### src/rtl/lccp_pkg.sv
// Package for the lattice coefficient compressor: widths, constants, control struct.
// No dependencies; every other file of the block but assert_macros.svh imports it.
package lccp_pkg;

    localparam int LANES       = 8;
    localparam int MODULUS     = 3329;
    localparam int TWO_Q       = 2 * MODULUS;
    localparam int COEFF_W     = 12;
    localparam int CODE_W      = 11;
    localparam int NUM_W       = 24;
    localparam int QUOT_W      = 12;
    localparam int PROD_W      = 48;
    localparam int RECIP_SHIFT = 36;
    localparam longint RECIP   = (longint'(1) << RECIP_SHIFT) / TWO_Q;

    localparam int CFG_W       = 4;
    localparam int LOW_W       = 64;
    localparam int HIGH_W      = 24;
    localparam int COUNT_W     = 4;
    localparam int PACK_W      = LOW_W + HIGH_W;
    localparam int IN_TDATA_W  = LANES * COEFF_W;
    localparam int OUT_TDATA_W = 96;
    localparam int OUT_PAD_W   = OUT_TDATA_W - PACK_W - COUNT_W;

    localparam logic [CFG_W-1:0] BITS_NARROW = 4'd10;
    localparam logic [CFG_W-1:0] BITS_WIDE   = 4'd11;

    typedef struct packed {
        logic valid;
        logic d11;
    } lccp_ctrl_t;

endpackage

### src/rtl/lccp_lane.sv
// One compression lane: reciprocal multiply, then correction and mask to d bits.
// Depends on lccp_pkg.
module lccp_lane (
    input  logic                         clk,
    input  logic                         en,
    input  logic                         d11,
    input  logic [lccp_pkg::COEFF_W-1:0] coeff,
    output logic [lccp_pkg::CODE_W-1:0]  code
);
    import lccp_pkg::*;

    logic [NUM_W-2:0]  shifted;
    logic [NUM_W-1:0]  num;
    logic [PROD_W-1:0] prod;
    logic [NUM_W-1:0]  num_reg;
    logic [QUOT_W-1:0] quot_est_reg;
    logic              d11_reg;
    logic [NUM_W-1:0]  back;
    logic [NUM_W-1:0]  rem;
    logic [QUOT_W-1:0] quot;
    logic [CODE_W-1:0] code_next;
    logic [CODE_W-1:0] code_reg;

    // numerator 2*(x << d) + q; quotient by 2q rounds half up
    always_comb
    begin
        shifted = d11 ? {coeff, 11'b0} : {1'b0, coeff, 10'b0};
        num     = {shifted, 1'b0} + NUM_W'(MODULUS);
        prod    = PROD_W'(num) * PROD_W'(RECIP);
    end

    always_ff @(posedge clk)
    begin
        if (en)
        begin
            num_reg      <= num;
            quot_est_reg <= prod[RECIP_SHIFT +: QUOT_W];
            d11_reg      <= d11;
        end
    end

    // estimate is exact or one short: one compare and step up
    always_comb
    begin
        back      = NUM_W'(quot_est_reg) * NUM_W'(TWO_Q);
        rem       = num_reg - back;
        quot      = (rem >= NUM_W'(TWO_Q)) ? quot_est_reg + QUOT_W'(1) : quot_est_reg;
        code_next = d11_reg ? quot[CODE_W-1:0] : {1'b0, quot[CODE_W-2:0]};
    end

    always_ff @(posedge clk)
    begin
        if (en)
        begin
            code_reg <= code_next;
        end
    end

    assign code = code_reg;

endmodule

### config.mk
export PLATFORM = sky130hd
export DESIGN_NAME = lccp_lane
export DESIGN_NICKNAME = d
export VERILOG_FILES = /design/src/rtl/lccp_pkg.sv /design/src/rtl/lccp_lane.sv
export SDC_FILE = /design/constraint.sdc
export NUM_CORES = 1
export LEC_CHECK = 0
export BUFFER_PORTS_ARGS = -buffer_cell sky130_fd_sc_hd__buf_2
export CORE_ASPECT_RATIO = 0.8
export CORE_UTILIZATION = 29
export CTS_CLUSTER_DIAMETER = 80
export DETAILED_ROUTE_END_ITERATION = 7
export GPL_TIMING_DRIVEN = 0
export RECOVER_POWER = 25
export SLEW_MARGIN = 40
export SYNTH_ARGS = -nofsm -noshare
export SYNTH_HDL_FRONTEND = slang
export SYNTH_SLANG_ARGS = --single-unit
### constraint.sdc
create_clock -name clk -period 18.6 [get_ports clk]
set_input_delay 1.86 -clock clk [delete_from_list [all_inputs] [get_ports clk]]
set_output_delay 1.86 -clock clk [all_outputs]
set_load 0.005 [all_outputs]
======== Word-level counts from Yosys, hierarchy flattened ========
Cells that the tools add are included.
storage, ports and cells
  word-level logic and storage cells ...... 13
  register bits ........................... 48
operators by class
  $lt $le $gt $ge ......................... 1
  mux-type cells .......................... 2
  add/subtract/negate cells ............... 3
  multiply operators ...................... 2
operators with widths
  operator                  count
  $mul A24 B24 Y48 const B  1
  $add A24 B12 Y24 const B  1
  $ge A24 B13 Y1 const B    1
  $sub A24 B24 Y24          1
  $mul A12 B12 Y23 const B  1
  $mux W23                  1
  $add A11 B1 Y11 const B   1
  $mux W11                  1

======== Depth between registers and ports, before layout ========
  depth in word-level cells ............... 4
  mapped depth ............................ 36
  gate-level depth less buffers ........... 35

======== Worst setup path before layout ========
Ideal clock, no wire load.
  path kind ............................... input-to-reg
  from .................................... input d11
  to ...................................... register quot_est_reg[11], data pin
  data arrival time ....................... 10.214 ns
  cell stages on the path ................. 34
  setup time .............................. 0.260 ns
  buffers on the path ..................... 1
  path slack .............................. 8.126 ns
  cell sequence ........................... clkbuf_1 inv_1 nand2_1 inv_1 ha_1 nand3_1 a21oi_1 and3_1 and3b_1 nand2_1 xnor2_1 nor2_1 a21oi_1 fa_1 ha_1 fa_1 inv_1 fa_1 fa_1 inv_1 fa_1 inv_1 fa_1 inv_1 ha_1 a211o_1 a2111o_1 a211oi_1 o21ai_0 a21oi_1 o2111ai_1 a41o_1 a21oi_1 xnor2_1
on the way
  cells in the longest elaborated chain, start to end .. 3
RTL lines
  item                    line             RTL
  start: declaration      lccp_lane.sv:6   input logic d11,
  $mux W23                lccp_lane.sv:27  shifted = d11 ? {coeff, 11'b0} : {1'b0, coeff, 10'b0};
  $add A24 B12 Y24        lccp_lane.sv:28  num = {shifted, 1'b0} + NUM_W'(MODULUS);
  named net num[11]       lccp_lane.sv:13  logic [NUM_W-1:0] num;
  $mul A24 B24 Y48        lccp_lane.sv:29  prod = PROD_W'(num) * PROD_W'(RECIP);
  named net prod[47]      lccp_lane.sv:14  logic [PROD_W-1:0] prod;
  end signal: assignment  lccp_lane.sv:37  quot_est_reg <= prod[RECIP_SHIFT +: QUOT_W];
  end: declaration        lccp_lane.sv:16  logic [QUOT_W-1:0] quot_est_reg;
The timed path passes the listed nets, and every way through them passes these cells.
A chain may end at the register's enable or synchronous reset.

======== Final worst setup path ========
Ends and elaborated chain as after synthesis.

==> flow_metrics.py <==
metrics = {
    "finish": {
        "antenna_cells_inserted": 0,
        "largest_register_ff_count": 13,
        "layout.area.seq_um2": 1110,
        "nNetsFinal": 1555,
        "relative_area_change_from_synthesis_to_final_layout_pct": 8.19,
        "nFillCells": 3708,
        "share_of_layout_cells_above_drive_strength_1_pct": 4.28,
        "multiInputGateArea_um2": 8490,
    },
    "sta": {
        "final.period_utilization_pct": 66.5,
        "final_max_slew_violation_count": 0,
        "timing.final.crit_period_ns": 12.37,
        "setup_violations": 0,
        "clock.fmax_mhz": 80.8,
        "worst_slew_pin_slew_ns": 1.14,
        "finalClockSkew_ns": 0.0104,
        "grt_setup_unrepaired": "no",
        "setup_tns_ns": 0,
        "hold_viol_final": 0,
        "timing.slew.headroom_pct": 23.8,
    },
    "setup_path": {
        "cell_with_the_biggest_individual_delay_on_the_critical_path": "sky130_fd_sc_hd__o21ai_1",
        "cp_data_required_time_ns": 18.63,
        "critPathKind": "primary input to flop",
        "timing.critical_path.arrival_ns": 12.40,
        "cp_dominant_cell_by_count": "sky130_fd_sc_hd__fa_1",
        "crit_path_start_kind": "primary input",
        "crit_path_largest_cell_delay_ns": 0.65,
        "crit_path_max_fanout": 11,
        "critical_path_endpoint_category": "flop",
    },
    "synth": {
        "synth.distinct_cells": 65,
        "syn_nets": 1525,
        "synthTopCellsByCount": "295 x sky130_fd_sc_hd__inv_1, 243 x sky130_fd_sc_hd__ha_1, 153 x sky130_fd_sc_hd__fa_1",
        "synth.area.top_cells": "sky130_fd_sc_hd__fa_1 29%, sky130_fd_sc_hd__ha_1 28%, sky130_fd_sc_hd__edfxtp_1 10%",
        "syn_area_per_cell_um2": 9.64,
        "post_synthesis_instance_area_um2": 10700,
        "seq_area_frac_synth_pct": 10.3,
        "async_flop_share_pct": 0,
        "synth.yosys.warnings": 0,
        "synthesized_instance_count": 1114,
        "count_of_flip_flops_with_a_built_in_enable_after_synthesis": 37,
        "ys_seq_elements": 37,
        "post-synth-top-count-cell": "sky130_fd_sc_hd__inv_1",
        "post-synth-top-area-fraction_pct": 28.5,
        "synth_top_area_cell": "sky130_fd_sc_hd__fa_1",
        "synth-main-ff-cell": "sky130_fd_sc_hd__edfxtp_1",
    },
    "routing": {
        "drt.antenna.violating_nets": 0,
        "drt-total-wl_um": 24500,
        "detail_route.first_pass.iterations": 5,
        "routedWlPerCell_um": 15.1,
        "initialDrtViolationCount": 403,
        "detail_route.vias_per_cell": 4.65,
        "drc": 0,
        "num_vias": 7555,
    },
    "cts": {
        "clock_net_sink_count": 37,
        "clk_pin_slew_ns": 0.06,
        "postCtsHoldBufs": 0,
        "cts.path.max_buffers": 2,
        "cts_repair_resize_count": 0,
        "worstSkewPairLatency_ns": 0.28,
        "cts_post_setup_buffers_inserted": 0,
        "number_of_buffers_inserted_during_clock_tree_synthesis": 5,
        "tritoncts": "built",
        "cts_htree_levels": 2,
        "cts-root-buf": "sky130_fd_sc_hd__clkbuf_16",
    },
    "floorplanning": {
        "start_util_pct": 29.7,
        "floorplan.die.height_um": 174,
        "fp.dieW_um": 217,
        "num_rows": 62,
        "core-area_um2": 36200,
        "design.die.area_um2": 37800,
        "top_level_ports": 26,
    },
    "worst_hold_path": {
        "min_path_type": "flop to flop",
    },
    "outcome": {
        "outcome": "completed",
    },
    "grt": {
        "overflow": 0,
        "grt_antenna_before_repair": 0,
        "grt_first_pass_wirelength_um": 40900,
        "grt_use_total_pct": 13.7,
        "first_global_vias": 7747,
        "grt_start_max_net_pins": 22,
    },
    "place": {
        "gpl_wtd_cong": 0.954,
        "placement.io_buffers": 22,
        "placed_wire_length_estimate_um": 22100,
    },
    "flow_run": {
        "max_cap_violations": 0,
    },
}
[layout by cell type, fill, tap and decap left out, types with 5 or more instances in the layout]
cell and count:
sky130_fd_sc_hd__a21o_1 6, sky130_fd_sc_hd__a21oi_1 49, sky130_fd_sc_hd__and3_1 7, sky130_fd_sc_hd__buf_2 24, sky130_fd_sc_hd__clkbuf_1 11, sky130_fd_sc_hd__clkbuf_16 5, sky130_fd_sc_hd__edfxtp_1 37, sky130_fd_sc_hd__fa_1 153
sky130_fd_sc_hd__ha_1 243, sky130_fd_sc_hd__inv_1 295, sky130_fd_sc_hd__mux2i_1 6, sky130_fd_sc_hd__nand2_1 35, sky130_fd_sc_hd__nand2b_1 5, sky130_fd_sc_hd__nand3_1 16, sky130_fd_sc_hd__nand4_1 13, sky130_fd_sc_hd__nor2_1 38
sky130_fd_sc_hd__nor2b_1 8, sky130_fd_sc_hd__nor3_1 14, sky130_fd_sc_hd__o21a_1 12, sky130_fd_sc_hd__o21ai_0 30, sky130_fd_sc_hd__xnor2_1 36, sky130_fd_sc_hd__xor2_1 19
[cell families after synthesis]
kind of cell    count (synthesis)  synth area share [%]
compound gates                145                  8.75
mux                             7                 0.699
simple gates                  163                  7.85
xor+xnor                       57                  4.65
fa+ha+maj                     396                  56.8
buf+inv                       309                  10.9
flops                          37                  10.3
[critical path, delay by kind of cell]
| kind | cells | cell delay (ns) |
|---|---|---|
| compound gates | 10 | 3.62 |
| xor+xnor | 3 | 0.61 |
| fa+ha+maj | 9 | 4.05 |
| buf+inv | 7 | 1.28 |
| simple gates | 4 | 0.94 |
[final timing paths]
path / startpoint / endpoint / slack, ns / cells past startpoint
worst min register to register: d11_reg / code[10] / 0.73 / 2
worst max register to register: quot_est_reg[0] / code[1] / 11.72 / 25
worst min-delay path: d11_reg / code[10] / 0.73 / 2
worst max-delay path: d11 / quot_est_reg[11] / 6.23 / 33
[layout make-up]
class                      instances  area share [%]
buffer                            14           0.560
clock buffer                       5            1.08
clock inverter                     3           0.151
inverter                         295            9.53
multi-input combinational        768            73.0
sequential                        37            9.56
tap                              480            5.17
timing repair buffer              23           0.958
[per-layer routing]
metal	part of all wire (%)	GRT usage (%)	up-vias
met5	0	0	-
met4	1.3	1.97	0
met3	6.6	2.87	17
met2	42	20.6	166
met1	50	20.3	3683
li1	-	-	3689
[stage by stage]
stage | instances | cell area [µm²] | worst slack, ns | utilization, % | hold slack (ns)
final | 1625 | 11600 | 6.23 | 32.1 | 0.728
after global routing | 1625 | 11600 | 5.70 | 32.1 | 0.791
after CTS | 1625 | 11600 | 6.22 | 32.2 | 0.764
after detailed placement | 1617 | 11500 | 5.99 | 31.8 | 0.753
after global placement | 1616 | 11500 | 5.60 | 31.6 | 0.757
after floorplan | 1114 | 10700 | 8.13 | - | 0.589
Power is not shown: default switching activity piles up to over one toggle a cycle in this logic, so the estimate is an artifact.
