### config.mk
export PLATFORM = sky130hd
export DESIGN_NAME = lccp_pack
export DESIGN_NICKNAME = d
export VERILOG_FILES = /design/src/rtl/lccp_pkg.sv /design/src/rtl/lccp_pack.sv
export SDC_FILE = /design/constraint.sdc
export NUM_CORES = 1
export LEC_CHECK = 0
export ABC_AREA = 1
export BUFFER_PORTS_ARGS = -buffer_cell sky130_fd_sc_hd__buf_2
export CELL_PAD_IN_SITES_DETAIL_PLACEMENT = 0
export CELL_PAD_IN_SITES_GLOBAL_PLACEMENT = 1
export CORE_ASPECT_RATIO = 0.6
export CORE_MARGIN = 2
export CORE_UTILIZATION = 30
export CTS_BUF_LIST = sky130_fd_sc_hd__clkbuf_8
export DETAILED_ROUTE_END_ITERATION = 7
export MAX_ROUTING_LAYER = met4
export PLACE_DENSITY_LB_ADDON = 0.1
export SLEW_MARGIN = 5
export SYNTH_ARGS = -nofsm -noshare
export SYNTH_HDL_FRONTEND = slang
export SYNTH_SLANG_ARGS = --single-unit
### constraint.sdc
create_clock -name clk -period 0.8 [get_ports clk]
set_clock_uncertainty 0.05 [all_clocks]
set_input_delay 0.16 -clock clk [delete_from_list [all_inputs] [get_ports clk]]
set_output_delay 0.16 -clock clk [all_outputs]
set_load 0.03 [all_outputs]
### src/rtl/lccp_pkg.sv
// Package for the lattice coefficient compressor: widths, constants, control struct.
// No dependencies; every other file of the block but assert_macros.svh imports it.
package lccp_pkg;

    localparam int LANES       = 8;
    localparam int MODULUS     = 3329;
    localparam int TWO_Q       = 2 * MODULUS;
    localparam int COEFF_W     = 12;
    localparam int CODE_W      = 11;
    localparam int NUM_W       = 24;
    localparam int QUOT_W      = 12;
    localparam int PROD_W      = 48;
    localparam int RECIP_SHIFT = 36;
    localparam longint RECIP   = (longint'(1) << RECIP_SHIFT) / TWO_Q;

    localparam int CFG_W       = 4;
    localparam int LOW_W       = 64;
    localparam int HIGH_W      = 24;
    localparam int COUNT_W     = 4;
    localparam int PACK_W      = LOW_W + HIGH_W;
    localparam int IN_TDATA_W  = LANES * COEFF_W;
    localparam int OUT_TDATA_W = 96;
    localparam int OUT_PAD_W   = OUT_TDATA_W - PACK_W - COUNT_W;

    localparam logic [CFG_W-1:0] BITS_NARROW = 4'd10;
    localparam logic [CFG_W-1:0] BITS_WIDE   = 4'd11;

    typedef struct packed {
        logic valid;
        logic d11;
    } lccp_ctrl_t;

endpackage

### src/rtl/lccp_pack.sv
// Merging stage: packs the lane codes little-endian into bytes and holds the result.
// Depends on lccp_pkg.
module lccp_pack (
    input  logic                                         clk,
    input  logic                                         rst_n,
    input  logic                                         en,
    input  lccp_pkg::lccp_ctrl_t                         ctrl,
    input  logic [lccp_pkg::LANES-1:0][lccp_pkg::CODE_W-1:0] codes,
    output logic                                         out_valid,
    output logic [lccp_pkg::LOW_W-1:0]                   packed_low,
    output logic [lccp_pkg::HIGH_W-1:0]                  packed_high,
    output logic [lccp_pkg::COUNT_W-1:0]                 byte_count
);
    import lccp_pkg::*;

    logic [LANES*(CODE_W-1)-1:0] pack10;
    logic [LANES*CODE_W-1:0]     pack11;
    logic [PACK_W-1:0]           pack_next;
    logic                        valid_reg;
    logic [PACK_W-1:0]           pack_reg;
    logic [COUNT_W-1:0]          count_reg;

    always_comb
    begin
        for (int j = 0; j < LANES; j++)
        begin
            pack10[j*(CODE_W-1) +: (CODE_W-1)] = codes[j][CODE_W-2:0];
            pack11[j*CODE_W +: CODE_W]         = codes[j];
        end
        pack_next = ctrl.d11 ? PACK_W'(pack11) : PACK_W'(pack10);
    end

    always_ff @(posedge clk or negedge rst_n)
    begin
        if (!rst_n)
        begin
            valid_reg <= 1'b0;
        end
        else if (en)
        begin
            valid_reg <= ctrl.valid;
        end
    end

    always_ff @(posedge clk)
    begin
        if (en)
        begin
            pack_reg  <= pack_next;
            count_reg <= ctrl.d11 ? BITS_WIDE : BITS_NARROW;
        end
    end

    assign out_valid   = valid_reg;
    assign packed_low  = pack_reg[LOW_W-1:0];
    assign packed_high = pack_reg[PACK_W-1:LOW_W];
    assign byte_count  = count_reg;

endmodule

---- Yosys cells after proc, flatten, opt, wreduce, memory -nomap -nowiden ----
Cells that the tools add are included.
word-level totals
  RAM bits ................................ 0
  flip-flop bits (word level) ............. 93
  ROM bits ................................ 0
  memories ................................ 0
  word-level logic and storage cells ...... 6
  bits in latches ......................... 0
  output and inout port bits .............. 93
cells by class
  order comparisons ....................... 0
  eq/ne operators ......................... 0
  reductions and logical operators ........ 0
  shift operators ......................... 0
  muxes and demuxes ....................... 2
  divide/modulo/power cells ............... 0
  add/subtract/negate cells ............... 0
  multipliers ............................. 0
  bitwise gates (word level) .............. 0
operator list
  kind               count
  80-bit 2-to-1 mux  1
  1-bit 2-to-1 mux   1

---- Depth between registers and ports, before layout ----
Gate-level depths: netlist (run 1).
  depth after elaboration ................. 1
  depth in mapped cells ................... 5
  depth with buffers taken out ............ 3

---- Worst setup path before layout (run 1) ----
No wires, ideal clock.
  path type ............................... in2reg
  start ................................... input ctrl[0] (netlist bit)
  end ..................................... register pack_reg[55], data pin
  path slack .............................. -143 ps
  required time ........................... 498 ps
  library setup time ...................... 252 ps
  path buffers ............................ 3
  data arrival time ....................... 641 ps
  cell stages on the path ................. 5
  cell sequence ........................... buf_4 -> buf_6 -> buf_6 -> nand2_1 -> nand2_1
between the ends
  longest elaborated chain between the ends .. 1
RTL lines
  element               RTL line         text
  start, declared       lccp_pack.sv:7   input lccp_pkg::lccp_ctrl_t ctrl,
  80-bit 2-to-1 mux     lccp_pack.sv:30  pack_next = ctrl.d11 ? PACK_W'(pack11) : PACK_W'(pack10);
  net pack_next[55]     lccp_pack.sv:18  logic [PACK_W-1:0] pack_next;
  end signal, assigned  lccp_pack.sv:49  pack_reg <= pack_next;
  end, declared         lccp_pack.sv:20  logic [PACK_W-1:0] pack_reg;
The timed path passes the listed nets, and every way through them passes these cells.
A chain may end at the register's enable or synchronous reset.

---- Worst setup path after layout (run 1) ----
  start ................................... register pack_reg[74]
  end ..................................... output packed_high[10] (netlist bit)
RTL lines
  element        RTL line         text
  end, declared  lccp_pack.sv:11  output logic [lccp_pkg::HIGH_W-1:0] packed_high,
No word-level cell between the ends.

==> results.toml, run 1 <==
[timing]
slew_viol_final = 0
fin_tns_setup_ns = -27.65
setup_viol = 90
fin_crit_sh = 1.445
fin_crit_ns = 1.156
final_hold_viol_count = 0
rsz0062_at_grt = "yes"
max_freq_mhz = 865.1
fin_ws_ns = -0.3560

[route]
viasPerCell = 4.180
drt_pass1_iterations = 4
wl_mm = 9.625
vias = 2980
drtIter0Drc = 112
drc = 0
ant_nets = 0
wl_per_cell_microns = 13.50

[placed_design]
io_buffers = 182
dpl_cell_area_sq_mm = 0.004868
dp_slack_ns = -0.2453
post-dp-hpwl_mm = 6.773
gp_congestion = 0.7554
placedCellCount = 682

[floorplan]
dieWidth_microns = 147.5
rows = 31
ioPinCount = 186
die_h_microns = 90.12
initial_utilization = 0.3074
core_sq_mm = 0.01206
dieArea_sq_mm = 0.01330

[cts]
cts_max_level = 3
clk_path_buf_depth = 2
cts_tree = "built"
root_buffer = "clkbuf_8"
cts_buffers = 9
hold_buffers = 13
insertion_delay_ns = 0.35
clk_pin_slew_worst_paths_ns = 0.09
cts.sinks = 90

[pwr]
power.switching_w = 0.003335
p_comb_frac = 0.219
peakVddDrop_mv = 0.9060
p_leak_nw = 2.778
power_density_mw_per_mm2 = 2104
swShare = 0.2729
p_clk_frac = 0.300
internal_power_w = 0.008887
pwr-share-seq = 0.481

[logic_synthesis]
synth.area.mux_share = 0
synth_cell_types = 9
ys_warn_count = 0
synth_fa_ha_area_frac = 0
ys_seq_elements = 90
synthXorXnorAreaFrac = 0
synth_top_family_by_area = "simple AND/OR/NAND/NOR gates"
synth_cells = 342
synth.area.top_cells = "edfxtp_1, nand2_1, buf_4"
synth_top_area_cell = "edfxtp_1"
synth_compound_area_frac = 0
synth-simple-area-share = 0.2237
synth_area_sq_mm = 0.003709
synth_top_area_share = 0.7206
ys_seq_area_frac = 0.7274
syn_area_per_cell_sq_um = 10.84

[global_route]
overflow = 0
antenna_found_initial = 2
grt.total_usage = 0.1509
grt_pass1_wl_mm = 14.97
grt_pass1_vias = 3012
grt_max_degree = 45

[worst_setup_path]
cp_top_family = "flip-flops"
slowest_stage = "edfxtp_1"
max_stage_delay_ns = 0.43
regToRegSetupSlack_ns = 0.03
startpoint_type = "register"
worstRegToRegCells = 3
critical_path_cell_count = 1
cp_data_arrival_time_ns = 0.95
worstPathRequired_ns = 0.59
path_cells = "buf_6"
crit_fanout = 1
crit_type = "reg -> out"
end_kind = "output port"
crit_buf_inv = 1
r2r-start = "out_valid"
reg2reg_to = "out_valid"

[layout]
area_growth_pct = 56.65
largest_reg_flops = 88
stdcell_count = 713
drive_gt1_frac = 0.3846
fin_nets = 634
final_area_sq_mm = 0.005809

[hold_path]
hold_path_depth = 3
min_from = "codes[43]"
hold_class = "in -> reg"
hold_end = "pack_reg[43]"

[outcome]
status = "finished, violations left"
violations = "setup timing"

[run]
cap_violations = 0
==> cells in the mapped netlist (all sizes together) <==
cell type,n
inv,10
nand2,221
conb,2
buf,19
edfxtp,89
dfrtp,1
==> layout make-up <==
cell class | instances | area [sq um]
Fill cell | 1162 | 6254
Sequential cell | 90 | 2698
Timing Repair Buffer | 206 | 1779
Multi-Input combinational cell | 224 | 845.8
Tap cell | 165 | 206.4
Clock buffer | 9 | 123.9
Clock inverter | 7 | 111.4
Inverter | 10 | 40.04
Antenna cell | 2 | 5.005
==> repair_timing <==
action / in CTS / in global routing
endpoints found under the hold margin: 14 / 3
gates resized for setup: 180 / 2
setup endpoints to repair: 90 / 91
cloned: 0 / 0
setup buffers: 0 / 1
==> worst max path at each step <==
stage / startpoint / to / slack, ns
after detailed placement: ctrl[0] / pack_reg[52] / -0.25
after floorplan: ctrl[0] / pack_reg[55] / -0.11
after global routing: pack_reg[74] / packed_high[10] / -0.41
after CTS: pack_reg[74] / packed_high[10] / -0.38
final: pack_reg[74] / packed_high[10] / -0.36
after global placement: ctrl[0] / pack_reg[15] / -0.22
==> logic make-up (layout without fill, tap and decap cells) <==
| family | after synthesis | after routing |
|---|---|---|
| flip-flops | 90 | 90 |
| AND/OR/NAND/NOR | 221 | 221 |
| buffers and inverters | 29 | 232 |
| other | 2 | 5 |
==> power groups by stage <==
stage / clock network, W / registers [W] / logic (W)
after floorplan: 0 / 0.00675 / 0.000429
after global placement: 0 / 0.00586 / 0.00217
after detailed placement: 0 / 0.00588 / 0.00217
after CTS: 0.00379 / 0.00588 / 0.00269
after global routing: 0.00399 / 0.00592 / 0.00285
final: 0.00367 / 0.00588 / 0.00267
==> layout by cell type (no fill, tap or decap) <==
cell type      netlist  routed
buf_12               0       7
buf_2                8      90
clkbuf_8             0       9
clkinv_2             0       1
diode_2              0       2
inv_4                1       1
nand2_2              0       2
dlygate4sd3_1        0      13
conb_1               2       3
clkinv_4             0       1
dfrtp_1              1       1
inv_1                9      11
nand2_1            221     219
edfxtp_1            89      89
bufinv_16            0       3
buf_6                3      90
buf_4                8       6
==> layer usage <==
layer / up-vias / wire length [microns] / part of all wire / GRT usage
met4: 0 / 93 / 0.0097 / 0.03846
met1: 1345 / 4362 / 0.45 / 0.1916
li1: 1489 / - / - / -
met5: - / 0 / 0 / -
met3: 11 / 984 / 0.10 / 0.06853
met2: 135 / 4184 / 0.43 / 0.2198
==> metrics by stage <==
step	hold WS, ns	power [W]	util
finish	0.02387	0.01222	0.4816
global route	-0.003054	0.01276	0.4816
CTS	-0.001622	0.01236	0.4806
detailed placement	-0.1132	0.008050	0.4036
global placement	-0.1137	0.008034	0.4036
floorplan	-0.1856	0.007183	-
Power figures use the tool's default switching activity.
==> run 2: changes to the inputs <==
--- a/config.mk
+++ b/config.mk
@@ -14,6 +14,7 @@
 export CORE_UTILIZATION = 30
 export CTS_BUF_LIST = sky130_fd_sc_hd__clkbuf_8
 export DETAILED_ROUTE_END_ITERATION = 7
+export HOLD_SLACK_MARGIN = 0.05
 export MAX_ROUTING_LAYER = met4
 export PLACE_DENSITY_LB_ADDON = 0.1
 export SLEW_MARGIN = 5
==> run 2 against run 1 <==
The flow still finishes with violations (setup timing); wire length down 0.34%; total power is essentially flat; cell area is the same; non-clock buffer count unchanged; clock power is essentially flat; count of clock-buffer cells in the layout unchanged; register-to-register slack barely moved; worst hold slack worse by 0.0013 ns; first-iteration DRC count grew 2.7%; via count shrank 0.27%; core utilization unchanged; die area did not move; critical path type unchanged; critical endpoint unchanged; largest cell class unchanged.
==> results.toml, run 2 (same netlist as run 1, synthesis figures left out) <==
[cts]
clk_path_buf_depth = 2
cts_tree = "built"
cts_max_level = 3
insertion_delay_ns = 0.35
cts.sinks = 90
root_buffer = "clkbuf_8"
cts_buffers = 9
hold_buffers = 14
clk_pin_slew_worst_paths_ns = 0.09

[pwr]
swShare = 0.2725
internal_power_w = 0.008887
p_leak_nw = 2.778
p_clk_frac = 0.300
p_comb_frac = 0.219
peakVddDrop_mv = 0.9061
pwr-share-seq = 0.481
power.switching_w = 0.003329
power_density_mw_per_mm2 = 2103

[global_route]
grt.total_usage = 0.1513
grt_pass1_wl_mm = 15.02
grt_pass1_vias = 3024
antenna_found_initial = 2
overflow = 0
grt_max_degree = 45

[timing]
max_freq_mhz = 865.2
fin_ws_ns = -0.3559
setup_viol = 90
slew_viol_final = 0
fin_crit_sh = 1.445
worst_hold_slack_ns = 0.02261
fin_crit_ns = 1.156
rsz0062_at_grt = "yes"
final_hold_viol_count = 0

[placed_design]
dpl_cell_area_sq_mm = 0.004868
io_buffers = 182
post-dp-hpwl_mm = 6.773
gp_congestion = 0.7554

[route]
vias = 2972
drc = 0
drt_pass1_iterations = 4
wl_per_cell_microns = 13.45
ant_nets = 0
drtIter0Drc = 115
wl_mm = 9.592
viasPerCell = 4.168

[layout]
multiInputGateArea_sq_um = 845.8
drive_gt1_frac = 0.3846
final_area_sq_mm = 0.005809
final_cell_mix = "nand2_1, buf_2, buf_6, edfxtp_1, dlygate4sd3_1"
regArea_sq_mm = 0.002698
fin_nets = 634
final_common_cell = "nand2_1"
largest_reg_flops = 88
n_fill_cell = 1165
area_growth_pct = 56.65

[worst_setup_path]
r2r-start = "out_valid"
slowest_stage = "edfxtp_1"
cp_top_family = "flip-flops"
critical_path_cell_count = 1
cp_data_arrival_time_ns = 0.95
crit_fanout = 1
crit_type = "reg -> out"
regToRegSetupSlack_ns = 0.02
max_stage_delay_ns = 0.43
worstRegToRegCells = 3
setup.worst_path.end = "packed_high[10]"
cp-startpoint = "pack_reg[74]"
crit_buf_inv = 1
end_kind = "output port"
worstPathRequired_ns = 0.59
startpoint_type = "register"
reg2reg_to = "out_valid"
path_cells = "buf_6"

[floorplan]
die_h_microns = 90.12
ioPinCount = 186
dieWidth_microns = 147.5
initial_utilization = 0.3074
rows = 31
core_sq_mm = 0.01206
dieArea_sq_mm = 0.01330

[outcome]
status = "finished, violations left"
violations = "setup timing"

[run]
cap_violations = 0

[hold_path]
hold_class = "in -> reg"
==> run 2: power by group through the flow <==
stage          logic (W)  clock network (W)  registers (W)
2_1_floorplan   0.000429                  0        0.00675
3_3_place_gp     0.00217                  0        0.00586
3_5_place_dp     0.00217                  0        0.00588
4_1_cts          0.00270            0.00379        0.00588
5_1_grt          0.00285            0.00400        0.00592
6_report         0.00267            0.00367        0.00588
==> run 2: per-stage QoR <==
step / setup slack, ns / utilization / total power (W) / instances / TNS [ns]
after detailed placement: -0.2453 / 0.4036 / 0.008050 / 682 / -25.59
after floorplan: -0.1105 / - / 0.007183 / 343 / -3.244
after global routing: -0.4092 / 0.4816 / 0.01277 / 713 / -32.94
after global placement: -0.2223 / 0.4036 / 0.008034 / 682 / -24.98
after CTS: -0.3782 / 0.4814 / 0.01237 / 712 / -30.02
final: -0.3559 / 0.4816 / 0.01222 / 713 / -27.61
==> run 2: cell type report <==
cell class / instances / area share
Antenna cell: 2 / 0.0008615
Clock buffer: 9 / 0.02132
Timing Repair Buffer: 206 / 0.3063
Tap cell: 165 / 0.03554
Sequential cell: 90 / 0.4644
Clock inverter: 7 / 0.01917
Multi-Input combinational cell: 224 / 0.1456
Inverter: 10 / 0.006892
==> run 2: what timing repair did <==
action	CTS	global route
pin swaps	0	0
endpoints found under the hold margin	90	68
resized for setup	180	2
endpoints found under the setup margin	90	92
setup buffers	0	1
==> run 2: how the worst min path moves through the flow <==
stage                   start            to  slack, ns  depth (start not counted)
CTS                 codes[10]  pack_reg[10]     -0.002                          3
floorplan               rst_n     out_valid      -0.19                          0
global placement        rst_n     out_valid      -0.11                          1
detailed placement      rst_n     out_valid      -0.11                          1
finish              codes[58]  pack_reg[58]       0.02                          3
global route        codes[10]  pack_reg[10]     -0.005                          3
==> run 2: layer usage <==
layer  share of wire  vias up  track usage
met4          0.0097        0      0.03846
met3            0.10       11      0.06853
li1                -     1489            -
met5               0        -            -
met2            0.43      134       0.2202
met1            0.45     1338       0.1926
==> run 3: changes to the inputs <==
--- a/config.mk
+++ b/config.mk
@@ -5,7 +5,6 @@
 export SDC_FILE = /design/constraint.sdc
 export NUM_CORES = 1
 export LEC_CHECK = 0
-export ABC_AREA = 1
 export BUFFER_PORTS_ARGS = -buffer_cell sky130_fd_sc_hd__buf_2
 export CELL_PAD_IN_SITES_DETAIL_PLACEMENT = 0
 export CELL_PAD_IN_SITES_GLOBAL_PLACEMENT = 1
@@ -17,7 +16,7 @@
 export HOLD_SLACK_MARGIN = 0.05
 export MAX_ROUTING_LAYER = met4
 export PLACE_DENSITY_LB_ADDON = 0.1
-export SLEW_MARGIN = 5
+export SLEW_MARGIN = 20
 export SYNTH_ARGS = -nofsm -noshare
 export SYNTH_HDL_FRONTEND = slang
 export SYNTH_SLANG_ARGS = --single-unit
==> run 3 against run 2 <==
The run ends with hold timing, setup timing left; first-iteration DRC count fell by 12%; critical endpoint is now packed_low[53]; core utilization rose by 0.37 points; sequential share of layout area fell by 0.48 points; maximum frequency rose by 1.2%; largest power group unchanged; total power fell by 1.7%; die area rose by 0.56%; cell area rose by 1.1%; highest routed layer unchanged; critical path type unchanged; clock power fell by 7.9%.
==> results.toml, run 3 <==
[placed_design]
dp_slack_ns = -0.4097
post-dp-hpwl_mm = 6.441
io_buffers = 182
gp_congestion = 0.7498

[floorplan]
dieArea_sq_mm = 0.01337
core_sq_mm = 0.01210
rows = 31
ioPinCount = 186
dieWidth_microns = 148.0
die_h_microns = 90.37
initial_utilization = 0.3082

[cts]
clk_pin_slew_worst_paths_ns = 0.09
cts_buffers = 9
insertion_delay_ns = 0.35
clk_path_buf_depth = 2
cts.sinks = 90
cts_max_level = 3
cts_tree = "built"
root_buffer = "clkbuf_8"

[timing]
fin_crit_sh = 1.428
rsz0062_at_grt = "yes"
setup_viol = 91
slew_viol_final = 0
worst_hold_slack_ns = -0.01170
fin_crit_ns = 1.142
final_hold_viol_count = 1
max_freq_mhz = 875.6
fin_ws_ns = -0.3421

[run]
cap_violations = 0

[worst_setup_path]
max_stage_delay_ns = 0.42
cp_top_family = "flip-flops"
path_cells = "buf_6"
end_kind = "output port"
slowest_stage = "edfxtp_1"
crit_type = "reg -> out"
startpoint_type = "register"
crit_fanout = 1
cp_data_arrival_time_ns = 0.93
crit_buf_inv = 1
worstPathRequired_ns = 0.59

[logic_synthesis]
ys_seq_elements = 90
synth_cells = 183
synth_ff_type = "edfxtp_1"
ys_async_sr_fraction = 0.01111
yosysMostFrequentCell = "edfxtp_1"
synth-edff-count = 89
ys_warn_count = 0
ys_seq_area_frac = 0.7232
synth_cell_types = 11
synth_top_area_share = 0.7165
synth.area.top_cells = "edfxtp_1, mux2_2, mux2_4"
synth_top_area_cell = "edfxtp_1"
synth_area_sq_mm = 0.003730
synthTopCellsByCount = "edfxtp_1, mux2_2, mux2_4"
syn_area_per_cell_sq_um = 20.38

[global_route]
grt_pass1_wl_mm = 13.61
grt_pass1_vias = 2468
overflow = 0
grt_max_degree = 30
grt.total_usage = 0.1392
antenna_found_initial = 0

[route]
vias = 2355
wl_per_cell_microns = 16.14
viasPerCell = 4.205
drt_pass1_iterations = 4
drc = 0
wl_mm = 9.041
ant_nets = 0
drtIter0Drc = 101

[outcome]
status = "finished, violations left"
violations = "hold timing, setup timing"

[layout]
largest_reg_flops = 88
area_growth_pct = 57.46
drive_gt1_frac = 0.7139
final_common_cell = "buf_6"
fin_nets = 483
final_cell_mix = "buf_6, buf_2, edfxtp_1, mux2_2, mux2_4"
diodes = 0
n_fill_cell = 1076

[pwr]
peakVddDrop_mv = 0.8708
p_leak_nw = 2.445
power_density_mw_per_mm2 = 2045

[hold_path]
hold_class = "in -> reg"
[run 3: cell types whose count changed in the layout (fill, tap and decap cells not counted), sizes merged]
cell | previous run | this run
inv | 12 | 1
dlygate4sd3 | 13 | 12
buf | 193 | 194
clkbuf | 9 | 10
nand2 | 221 | 0
diode | 2 | 0
mux2 | 0 | 71
clkinvlp | 0 | 2
and2 | 0 | 8
bufinv | 3 | 2
[run 3: what timing repair did]
action,4_1_cts,5_1_grt
hold endpoints to repair,60,19
gates cloned,2,1
resized for setup,184,1
hold buffers,12,1
endpoints found under the setup margin,96,94
buffers inserted,0,0
[run 3: cells by family (layout without fill, tap and decap cells)]
family | after synthesis | in the layout | share of synthesized area
buf+inv | 12 | 223 | 0.02684
flops | 90 | 90 | 0.7232
mux | 71 | 71 | 0.2345
other cells | 2 | 3 | 0.002013
simple gates | 8 | 8 | 0.01342
[run 3: final timing paths]
path	startpoint	end	slack [ns]	depth (start not counted)
worst max-delay path	pack_reg[53]	packed_low[53]	-0.34	1
worst min-delay path	ctrl[1]	out_valid	-0.01	2
worst max register to register	out_valid	out_valid	-0.03	1
worst min register to register	out_valid	out_valid	0.50	1
max in group asynchronous	rst_n	out_valid	0.03	3
min in group asynchronous	rst_n	out_valid	0.58	3
[run 3: layout make-up]
cell class                 count  area (sq um)  share of cell area
multi-input combinational     82         935.9              0.1594
tap                          165         206.4             0.03515
timing repair buffer         207          1815              0.3091
clock buffer                   9         123.9             0.02109
sequential                    90          2699              0.4595
clock inverter                 7         92.59             0.01576
[run 3: report_power, final]
| group | total (W) | switching [W] | internal, W | leakage [nW] |
|---|---|---|---|---|
| Sequential | 0.00587 | 0.000192 | 0.00568 | 0.881 |
| Combinational | 0.00276 | 0.00142 | 0.00135 | 1.46 |
| Clock | 0.00338 | 0.00162 | 0.00175 | 0.103 |
| Total | 0.0120 | 0.00323 | 0.00878 | 2.45 |
[run 3: layer usage]
layer / global-route usage / routed length (microns)
met4: 0.03333 / 75
met5: - / 0
met3: 0.05051 / 660
met2: 0.2043 / 4045
met1: 0.1849 / 4259
[run 3: metrics by stage]
stage | total power [W] | TNS, ns | cells | util | area, sq um
final | 0.01201 | -27.77 | 560 | 0.4853 | 5873
after global routing | 0.01250 | -32.18 | 560 | 0.4853 | 5873
after CTS | 0.01216 | -30.58 | 559 | 0.4829 | 5844
after detailed placement | 0.008077 | -38.01 | 529 | 0.4034 | 4882
after global placement | 0.008061 | -38.49 | 529 | 0.4034 | 4882
after floorplan | 0.007238 | -20.62 | 184 | - | 3742
